### src/rtl/mqttp_pkg.sv
`timescale 1ns / 1ps

package mqttp_pkg;

    localparam int unsigned LENGTH_GROUPS_DEFAULT = 4;
    localparam int unsigned GROUP_W = 3;
    localparam int unsigned LENGTH_W = 28;
    localparam int unsigned TOPIC_W = 16;

    localparam logic [LENGTH_W-1:0] BODY_MAX = 28'hFFF_FFFF;

    localparam logic [3:0] PKT_CONNACK = 4'd2;
    localparam logic [3:0] PKT_PUBLISH = 4'd3;
    localparam logic [3:0] PKT_PINGRESP = 4'd13;

    typedef enum logic [1:0]
    {
        PH_HEADER = 2'd0,
        PH_LENGTH = 2'd1,
        PH_BODY = 2'd2
    } phase_t;

    typedef enum logic [2:0]
    {
        ROLE_HEADER = 3'd0,
        ROLE_LENGTH = 3'd1,
        ROLE_TOPIC_LENGTH = 3'd2,
        ROLE_TOPIC = 3'd3,
        ROLE_PACKET_ID = 3'd4,
        ROLE_PAYLOAD = 3'd5,
        ROLE_IGNORED = 3'd6
    } role_t;

    typedef enum logic [2:0]
    {
        V_OTHER = 3'd0,
        V_PUBLISH_OK = 3'd1,
        V_CONNACK_ACCEPTED = 3'd2,
        V_CONNACK_REFUSED = 3'd3,
        V_PINGRESP = 3'd4,
        V_MALFORMED = 3'd5
    } verdict_t;

    typedef struct packed
    {
        logic [7:0] data_byte;
        logic last_byte;
    } item_t;

    typedef struct packed
    {
        logic [7:0] out_byte;
        role_t byte_role;
        logic final_res;
        verdict_t verdict;
        logic [3:0] packet_type;
        logic [TOPIC_W-1:0] topic_length;
    } result_t;

endpackage

### src/rtl/mqtt_packet_parser.sv
`timescale 1ns / 1ps
// A byte passes from the input register through the parse logic into the
// output register, where its result is held until its transfer.
// Throughput: one byte per cycle while result_stall does not hold the output
// register; a stalled output also stalls the input.
// Reset clears both valid flags and returns the parser to the header byte;
// after the final byte of a message the parser returns there as well.

module mqtt_packet_parser #(
    parameter int unsigned LENGTH_GROUPS = mqttp_pkg::LENGTH_GROUPS_DEFAULT
) (
    input  logic clk,
    input  logic rst_n,
    input  logic item_valid,
    output logic item_stall,
    input  mqttp_pkg::item_t item,
    output logic result_valid,
    input  logic result_stall,
    output mqttp_pkg::result_t result
);
    import mqttp_pkg::*;

    logic held_valid_reg;
    item_t held_reg;
    logic result_valid_reg;
    result_t result_reg;
    result_t parsed;
    logic out_free;
    logic advance;

    assign out_free = !result_valid_reg || !result_stall;
    assign advance = held_valid_reg && out_free;
    assign item_stall = held_valid_reg && !out_free;
    assign result_valid = result_valid_reg;
    assign result = result_reg;

    mqttp_core #(
        .LENGTH_GROUPS(LENGTH_GROUPS)
    ) u_core (
        .clk(clk),
        .rst_n(rst_n),
        .step(advance),
        .item(held_reg),
        .result(parsed)
    );

    always_ff @(posedge clk or negedge rst_n)
    begin
        if (!rst_n)
        begin
            held_valid_reg <= 1'b0;
            result_valid_reg <= 1'b0;
        end
        else
        begin
            if (!item_stall)
                held_valid_reg <= item_valid;
            if (out_free)
                result_valid_reg <= advance;
        end
    end

    always_ff @(posedge clk)
    begin
        if (item_valid && !item_stall)
            held_reg <= item;
        if (advance)
            result_reg <= parsed;
    end

    a_verdict_only_final: assert property (@(posedge clk) disable iff (!rst_n)
        result_valid && !result.final_res |-> result.verdict == V_OTHER)
        else $error("verdict set on a byte that is not final");

    a_header_type: assert property (@(posedge clk) disable iff (!rst_n)
        result_valid && result.byte_role == ROLE_HEADER
        |-> result.packet_type == result.out_byte[7:4])
        else $error("packet type differs from the header byte");

    a_topic_publish: assert property (@(posedge clk) disable iff (!rst_n)
        result_valid && result.topic_length != '0 |-> result.packet_type == PKT_PUBLISH)
        else $error("topic length reported for a packet that is not a publish");

    a_stall_needs_held: assert property (@(posedge clk) disable iff (!rst_n)
        item_stall |-> held_valid_reg && result_valid_reg)
        else $error("input stalled while the pipeline has room");

endmodule

### src/rtl/mqttp_core.sv
`timescale 1ns / 1ps

module mqttp_core #(
    parameter int unsigned LENGTH_GROUPS = mqttp_pkg::LENGTH_GROUPS_DEFAULT
) (
    input  logic clk,
    input  logic rst_n,
    input  logic step,
    input  mqttp_pkg::item_t item,
    output mqttp_pkg::result_t result
);
    import mqttp_pkg::*;

    phase_t phase_reg, phase_next;
    logic [3:0] type_reg, type_next;
    logic [1:0] qos_reg, qos_next;
    logic [LENGTH_W-1:0] length_reg, length_next;
    logic [GROUP_W-1:0] groups_reg, groups_next;
    logic [LENGTH_W-1:0] body_reg, body_next;
    logic [TOPIC_W-1:0] topic_reg, topic_next;
    logic [7:0] rc_reg, rc_next;
    logic fault_reg, fault_next;

    logic [7:0] b;
    logic [LENGTH_W-1:0] group_val;
    logic [LENGTH_W-1:0] topic_end;
    logic [LENGTH_W-1:0] id_end;
    logic [LENGTH_W-1:0] need;
    logic len_ok;
    role_t role;
    verdict_t verdict;

    assign b = item.data_byte;
    assign topic_end = LENGTH_W'(topic_reg) + LENGTH_W'(2);
    assign id_end = LENGTH_W'(topic_reg) + LENGTH_W'(4);

    always_comb
    begin
        unique case (groups_reg[1:0])
            2'd0: group_val = {21'd0, b[6:0]};
            2'd1: group_val = {14'd0, b[6:0], 7'd0};
            2'd2: group_val = {7'd0, b[6:0], 14'd0};
            2'd3: group_val = {b[6:0], 21'd0};
            default: group_val = '0;
        endcase
    end

    always_comb
    begin
        phase_next = phase_reg;
        type_next = type_reg;
        qos_next = qos_reg;
        length_next = length_reg;
        groups_next = groups_reg;
        body_next = body_reg;
        topic_next = topic_reg;
        rc_next = rc_reg;
        fault_next = fault_reg;
        role = ROLE_IGNORED;

        unique case (phase_reg)
            PH_HEADER:
            begin
                role = ROLE_HEADER;
                type_next = b[7:4];
                qos_next = b[2:1];
                length_next = '0;
                groups_next = '0;
                body_next = '0;
                topic_next = '0;
                rc_next = '0;
                fault_next = 1'b0;
                phase_next = PH_LENGTH;
            end
            PH_LENGTH:
            begin
                role = ROLE_LENGTH;
                length_next = length_reg | group_val;
                groups_next = groups_reg + GROUP_W'(1);
                if (!b[7])
                begin
                    phase_next = PH_BODY;
                end
                else if (groups_next >= GROUP_W'(LENGTH_GROUPS))
                begin
                    fault_next = 1'b1;
                    phase_next = PH_BODY;
                end
            end
            PH_BODY:
            begin
                priority if (fault_reg || type_reg != PKT_PUBLISH || body_reg >= length_reg)
                    role = ROLE_IGNORED;
                else if (body_reg < LENGTH_W'(2))
                    role = ROLE_TOPIC_LENGTH;
                else if (body_reg < topic_end)
                    role = ROLE_TOPIC;
                else if (qos_reg != 2'd0 && body_reg < id_end)
                    role = ROLE_PACKET_ID;
                else
                    role = ROLE_PAYLOAD;

                if (!fault_reg)
                begin
                    if (type_reg == PKT_PUBLISH && body_reg == LENGTH_W'(0))
                        topic_next = {b, 8'd0};
                    else if (type_reg == PKT_PUBLISH && body_reg == LENGTH_W'(1))
                        topic_next = topic_reg | {8'd0, b};
                    else if (type_reg == PKT_CONNACK && body_reg == LENGTH_W'(1))
                        rc_next = b;
                end
                if (body_reg < BODY_MAX)
                    body_next = body_reg + LENGTH_W'(1);
            end
            default:
            begin
                phase_next = PH_HEADER;
            end
        endcase

        len_ok = (phase_next == PH_BODY) && !fault_next;
        need = LENGTH_W'(topic_next) + LENGTH_W'(2) + ((qos_next != 2'd0) ? LENGTH_W'(2) : '0);

        unique case (type_next)
            PKT_PUBLISH:
                verdict = (len_ok && body_next >= length_next && length_next >= need)
                          ? V_PUBLISH_OK : V_MALFORMED;
            PKT_CONNACK:
            begin
                if (len_ok && length_next >= LENGTH_W'(2) && body_next >= LENGTH_W'(2))
                    verdict = (rc_next == 8'd0) ? V_CONNACK_ACCEPTED : V_CONNACK_REFUSED;
                else
                    verdict = V_MALFORMED;
            end
            PKT_PINGRESP:
                verdict = (len_ok && length_next == '0) ? V_PINGRESP : V_MALFORMED;
            default:
                verdict = V_OTHER;
        endcase

        result.out_byte = b;
        result.byte_role = role;
        result.final_res = item.last_byte;
        result.verdict = item.last_byte ? verdict : V_OTHER;
        result.packet_type = type_next;
        result.topic_length = (type_next == PKT_PUBLISH) ? topic_next : '0;
    end

    always_ff @(posedge clk or negedge rst_n)
    begin
        if (!rst_n)
        begin
            phase_reg <= PH_HEADER;
            type_reg <= '0;
            qos_reg <= '0;
            length_reg <= '0;
            groups_reg <= '0;
            body_reg <= '0;
            topic_reg <= '0;
            rc_reg <= '0;
            fault_reg <= 1'b0;
        end
        else if (step)
        begin
            if (item.last_byte)
            begin
                phase_reg <= PH_HEADER;
                type_reg <= '0;
                qos_reg <= '0;
                length_reg <= '0;
                groups_reg <= '0;
                body_reg <= '0;
                topic_reg <= '0;
                rc_reg <= '0;
                fault_reg <= 1'b0;
            end
            else
            begin
                phase_reg <= phase_next;
                type_reg <= type_next;
                qos_reg <= qos_next;
                length_reg <= length_next;
                groups_reg <= groups_next;
                body_reg <= body_next;
                topic_reg <= topic_next;
                rc_reg <= rc_next;
                fault_reg <= fault_next;
            end
        end
    end

endmodule
### config.mk
export PLATFORM = sky130hd
export DESIGN_NAME = mqtt_packet_parser
export DESIGN_NICKNAME = d
export VERILOG_FILES = /design/src/rtl/mqttp_pkg.sv /design/src/rtl/mqtt_packet_parser.sv /design/src/rtl/mqttp_core.sv
export SDC_FILE = /design/constraint.sdc
export NUM_CORES = 1
export LEC_CHECK = 0
export ABC_AREA = 1
export ABC_CLOCK_PERIOD_IN_PS = 5800
export BUFFER_PORTS_ARGS = -buffer_cell sky130_fd_sc_hd__clkbuf_2
export CAP_MARGIN = 40
export CORE_MARGIN = 5
export CORE_UTILIZATION = 49
export CTS_CLUSTER_DIAMETER = 150
export DETAILED_ROUTE_END_ITERATION = 8
export GPL_ROUTABILITY_DRIVEN = 0
export PLACE_DENSITY = 0.74
export SLEW_MARGIN = 40
export SYNTH_ARGS = -nofsm -noshare
export SYNTH_HDL_FRONTEND = slang
export SYNTH_HIERARCHICAL = 1
export SYNTH_SLANG_ARGS = --single-unit
### constraint.sdc
create_clock -name clk -period 5.8 [get_ports clk]
set_input_delay 0.58 -clock clk [delete_from_list [all_inputs] [get_ports clk]]
set_output_delay 0.58 -clock clk [all_outputs]
set_load 0.1 [all_outputs]
Word-level counts from Yosys, hierarchy flattened
Index checks and enable logic that the tools add are counted.
- bits of input ports: 13
- bits in registers: 138
- output and inout bits: 37
- muxes and demuxes: 42
- bitwise logic cells: 2
- magnitude comparators: 10
- add/subtract/negate cells: 6
- equal/unequal tests: 13
- reduce and logical (&&, ||, !) cells: 30
- operators with widths (operator ; count):
    $pmux 28 s2 ; 2
    $pmux 28 s4 ; 1
    $ge 28x28->1 ; 3
    $mux 28 ; 3
    $mux 16 ; 4
    $ge 28x2->1 const B ; 2
    $logic_not 28->1 ; 2
    $lt 28x28->1 ; 2
    $mux 8 ; 5
    $add 16x2->17 const B ; 2
    $pmux 16 s2 ; 1
    $add 28x1->28 const B ; 1
    $add 28x28->28 ; 1
    $eq 28x1->1 const B ; 1
    $lt 28x2->1 const B ; 1
    $lt 28x28->1 const B ; 1
    $or 28x28->28 ; 1
    $mux 3 ; 6
    $pmux 3 s3 ; 2
    $add 16x3->17 const B ; 1
    $eq 4x2->1 const B ; 4
    $or 16x8->16 ; 1
    $pmux 8 s2 ; 1
    $logic_and 1x1->1 ; 13
    19 further kinds ; 42

Logic depth before layout (Yosys ltp)
- depth in word-level cells: 12
- mapped depth: 34
- mapped depth without buffers: 33

Modules after synthesis
Netlist, hierarchy kept.
- by module, submodules not included (module ; instances ; area each (um2) ; cells an instance):
    mqttp_core ; 1 ; 9771.9 ; 1465
    mqtt_packet_parser ; 1 ; 1416.4 ; 56

Worst setup path after synthesis
Ideal clock, no wire load.
- kind: register to register
- start: register result_valid_reg (netlist: result_valid)
- end: register u_core.body_reg[4]
- path buffers: 2
- arrival time: 4508 ps
- required time: 5717 ps
- clock period less this slack: 4591 ps
- setup time: 83 ps
- setup slack: 1209 ps
- stages on the path, launching flop included: 8
- cells stage by stage: dfrtp_1 > a21oi_1 > clkinv_1 > nor2_1 > inv_1 > clkbuf_1 > buf_1 > o22ai_1
- word-level cells in the longest chain between the ends: 3
- ends and longest elaborated chain (what ; RTL line ; RTL):
    from (decl) ; mqtt_packet_parser.sv:25 ; logic result_valid_reg;
    from (signal assigned) ; mqtt_packet_parser.sv:59 ; result_valid_reg <= advance;
    $logic_not 1->1 ; mqtt_packet_parser.sv:31 ; assign out_free = !result_valid_reg || !result_stall;
    $logic_or 1x1->1 ; mqtt_packet_parser.sv:31 ;
    $logic_and 1x1->1 ; mqtt_packet_parser.sv:32 ; assign advance = held_valid_reg && out_free;
    named net advance ; mqtt_packet_parser.sv:29 ; logic advance;
    to (signal assigned) ; mqttp_core.sv:184 ; body_reg <= body_next;
    to (decl) ; mqttp_core.sv:19 ; logic [LENGTH_W-1:0] body_reg, body_next;
The timed path passes the listed nets, and every way through them passes these cells.
A chain may end at the register's enable or synchronous reset.

Worst setup path in the final report
- start: register u_core.body_reg[1]
- end: register result_reg (netlist bit result[22]), data pin
- word-level cells in the longest chain between the ends: 12
- elaborated cells on any way between the ends: 23
- ends and longest elaborated chain (what ; RTL line ; RTL):
    $eq 28x1->1 ; mqttp_core.sv:107 ; else if (type_reg == PKT_PUBLISH && body_reg == LENGTH_W'(1))
    $logic_and 1x1->1 ; mqttp_core.sv:107 ;
    $mux 16 ; mqttp_core.sv:107 ;
    $mux 16 ; mqttp_core.sv:105 ; if (type_reg == PKT_PUBLISH && body_reg == LENGTH_W'(0))
    $mux 16 ; mqttp_core.sv:103 ; if (!fault_reg)
    $pmux 16 s2 ; mqttp_core.sv:61 ; unique case (phase_reg)
    $add 16x2->17 ; mqttp_core.sv:122 ; need = LENGTH_W'(topic_next) + LENGTH_W'(2) + ((qos_next != 2'd0) ? LENGTH_W'(2) : '0);
    $add 28x28->28 ; mqttp_core.sv:122 ;
    $ge 28x28->1 ; mqttp_core.sv:126 ; verdict = (len_ok && body_next >= length_next && length_next >= need)
    $logic_and 1x1->1 ; mqttp_core.sv:126 ;
    $mux 3 ; mqttp_core.sv:127 ; ? V_PUBLISH_OK : V_MALFORMED;
    $pmux 3 s3 * ; mqttp_core.sv:124 ; unique case (type_next)
    to (signal assigned) ; mqtt_packet_parser.sv:68 ; result_reg <= parsed;
    to (decl) ; mqtt_packet_parser.sv:26 ; result_t result_reg;
Every way passes the cells marked *; elsewhere a longest branch is shown, timed or not.

==> impl_metrics.py <==
metrics = {
    "cts": {
        "cts_sinks": 138,
        "post_cts_buffers": 0,
        "worst_skew_pair.late_latency_ps": 430,
        "postCtsHoldBufs": 0,
        "tritoncts": "built",
        "numCtsBuffers": 17,
        "path_clk_slew_ps": 60,
        "cts_root_buf": "clkbuf_16",
        "htree_levels": 4,
        "ctsResizeCount": 0,
        "cts_buffer_depth": 2,
    },
    "final_layout": {
        "nNetsFinal": 1680,
        "fin_cells": 1848,
        "diodes": 0,
        "largest_reg_flops": 35,
        "area_delta_synth_final_pct": 9.35,
        "final_area_um2": 12200,
        "fin_util_pct": 54.2,
        "drive_gt1_share_pct": 10.6,
    },
    "grt": {
        "grt_max_degree": 64,
        "grt_antenna_before_repair": 0,
        "first_global_vias": 10500,
        "grt_pass1_wl_mm": 56.7,
        "grt_use_total_pct": 27.7,
        "gr-total-overflow": 0,
    },
    "job": {
        "cap_violations": 0,
    },
    "synthesis": {
        "synthArstFlopShare_pct": 68.1,
        "synth_area_leaders": "dfrtp_1 (21%), ha_1 (13%), edfxtp_1 (12%)",
        "synthesis.nets": 1651,
        "syn_inst": 1521,
        "synth.most_common_cell": "nand2_1",
        "ys_top_cells_by_count": "nand2_1 (315), inv_1 (238), nor2_1 (137)",
        "synth_edf_count": 44,
        "synth_seq_cells": 138,
        "synth_area_per_cell_um2": 7.36,
        "synth_top_area_cell": "dfrtp_1",
        "synth.area.mux_share_pct": 0,
        "yosysUniqueCellTypes": 55,
        "synth_top_area_share_pct": 21.0,
        "synth_adder_area_share_pct": 13.1,
        "yosys.area_share.xor_xnor_pct": 2.51,
        "synth.cell_area_um2": 11200,
        "yosys.area_share.simple_pct": 27.5,
        "synth_top_family_by_area": "simple AND/OR/NAND/NOR gates",
        "synthFlopType": "dfrtp_1",
        "ys_warn_count": 6,
        "synth_compound_area_share_pct": 13.3,
        "ys_seq_area_share_pct": 32.8,
    },
    "pwr": {
        "vdd_drop_max_uv": 222,
        "leakage_nw": 6.22,
        "power_density_nw_per_um2": 271,
        "power_mw": 3.32,
    },
    "sta": {
        "hold_viol_final": 0,
        "slew_headroom_pct": 47.6,
        "max_freq_ghz": 0.198,
        "post-route-min-period_ps": 5060,
        "tightest_slew_ps": 785,
        "fin_crit_sh_pct": 87.2,
        "setup_tns_ps": 0,
        "setup_violations": 0,
        "grt_setup_unrepaired": "false",
        "fin_skew_ps": 15.7,
        "slew_violations": 0,
    },
    "setup_path": {
        "r2r-start": "u_core/body_reg[1]$_DFFE_PN0P_",
        "critPathMostFrequentCell": "nand2_1",
        "worst-r2r-setup-slack_ps": 740,
        "critPathCaptureType": "flop",
        "crit_slowest_cell": "dfrtp_1",
        "arrival_ps": 5240,
        "worstPathRequired_ps": 5980,
        "reg2reg_depth": 28,
        "path_class": "flop to flop",
        "r2r-end": "result[22]$_DFFE_PP_",
        "cp_max_fo": 8,
        "max_stage_delay_ps": 470,
        "start_kind": "flop",
    },
    "die": {
        "die_area_um2": 26000,
        "num_rows": 55,
        "die_h_um": 161,
        "pin_count": 50,
        "initial_core_util_pct": 49.6,
        "die_w_um": 161,
        "core_area_um2": 22600,
    },
    "drt": {
        "drt_first_iter_violations": 1466,
        "firstDrtPassIters": 8,
        "routedWlPerCell_um": 19.7,
        "drt-total-wl_mm": 36.3,
        "drc": 0,
        "antenna_left": 0,
        "viasPerCell": 6.00,
        "vias": 11100,
    },
    "hold_path": {
        "hold_path_class": "input port to asynchronous set/reset pin",
    },
    "placed_design": {
        "hpwl_mm": 27.2,
        "placed_cell_area_um2": 11600,
        "io_buffer_count": 49,
        "dp_cells": 1816,
    },
    "run_status": {
        "status": "complete, no violations",
    },
}
## cell families after synthesis
logic type | Yosys count
AOI/OAI and AO/OA | 257
adders and majority gates | 117
xor gates and xnor gates | 32
buffers and inverters | 304
and+or+nand+nor | 673
DFF | 138
## how the worst max path moves through the flow
stage               cells past startpoint                        endpoint  slack (ps)                      startpoint
floorplan                               7  u_core/body_reg[4]$_DFFE_PN0P_        1210        result_valid$_DFFE_PN0P_
global placement                       28            result[22]$_DFFE_PP_        1300  u_core/body_reg[1]$_DFFE_PN0P_
detailed placement                     30            result[22]$_DFFE_PP_        1030  u_core/body_reg[1]$_DFFE_PN0P_
CTS                                    28            result[22]$_DFFE_PP_         960  u_core/body_reg[1]$_DFFE_PN0P_
global route                           28            result[22]$_DFFE_PP_         450  u_core/body_reg[1]$_DFFE_PN0P_
finish                                 28            result[22]$_DFFE_PP_         740  u_core/body_reg[1]$_DFFE_PN0P_
## metal layers
layer / part of all wire (%) / wire (um) / vias to the layer above / GRT usage (%)
met2: 44 / 16000 / 725 / 43.9
met3: 11 / 4150 / 154 / 7.02
met5: 0 / 0 / - / 0
met4: 5.1 / 1860 / 0 / 12.7
met1: 40 / 14400 / 5094 / 35.8
li1: - / - / 5124 / -
## metrics by stage
stage	hold slack, ps	setup slack, ps
2_1_floorplan	284	1210
3_3_place_gp	455	1300
3_5_place_dp	461	1030
4_1_cts	93.4	959
5_1_grt	110	449
6_report	90.5	742
## cell usage in the layout, fill, tap and decap left out, drive strengths merged, types with 61 or more instances in the layout
master and count:
a21oi 86, nand2 329, clkbuf 68, o21ai 72, o22ai 61, dfrtp 94
inv 256, nand3 99, nor2 158, ha 117
## worst max-delay path, delay by kind of cell, from the launching register on
family	cells	cell delay, ps
AND/OR/NAND/NOR	16	2350
XOR/XNOR	1	180
adder cells (fa/ha/maj)	5	1090
buffers and inverters	2	220
AO/OA/AOI/OAI	4	500
flip-flops	1	470
## area by class of cell
| class | count | area [um2] |
|---|---|---|
| tap | 285 | 357 |
| clock inverter | 12 | 135 |
| timing repair buffer | 60 | 334 |
| fill | 2110 | 10300 |
| clock buffer | 20 | 458 |
| multi-input combinational | 1079 | 6320 |
| inverter | 254 | 957 |
| sequential | 138 | 3670 |
## power breakdown
group          total (mW)  switching [mW]  internal, mW
sequential           1.13          0.0547          1.07
combinational        1.08           0.796         0.282
clock                1.12           0.453         0.664
total                3.32            1.30          2.02
Power figures use the tool's default switching activity.
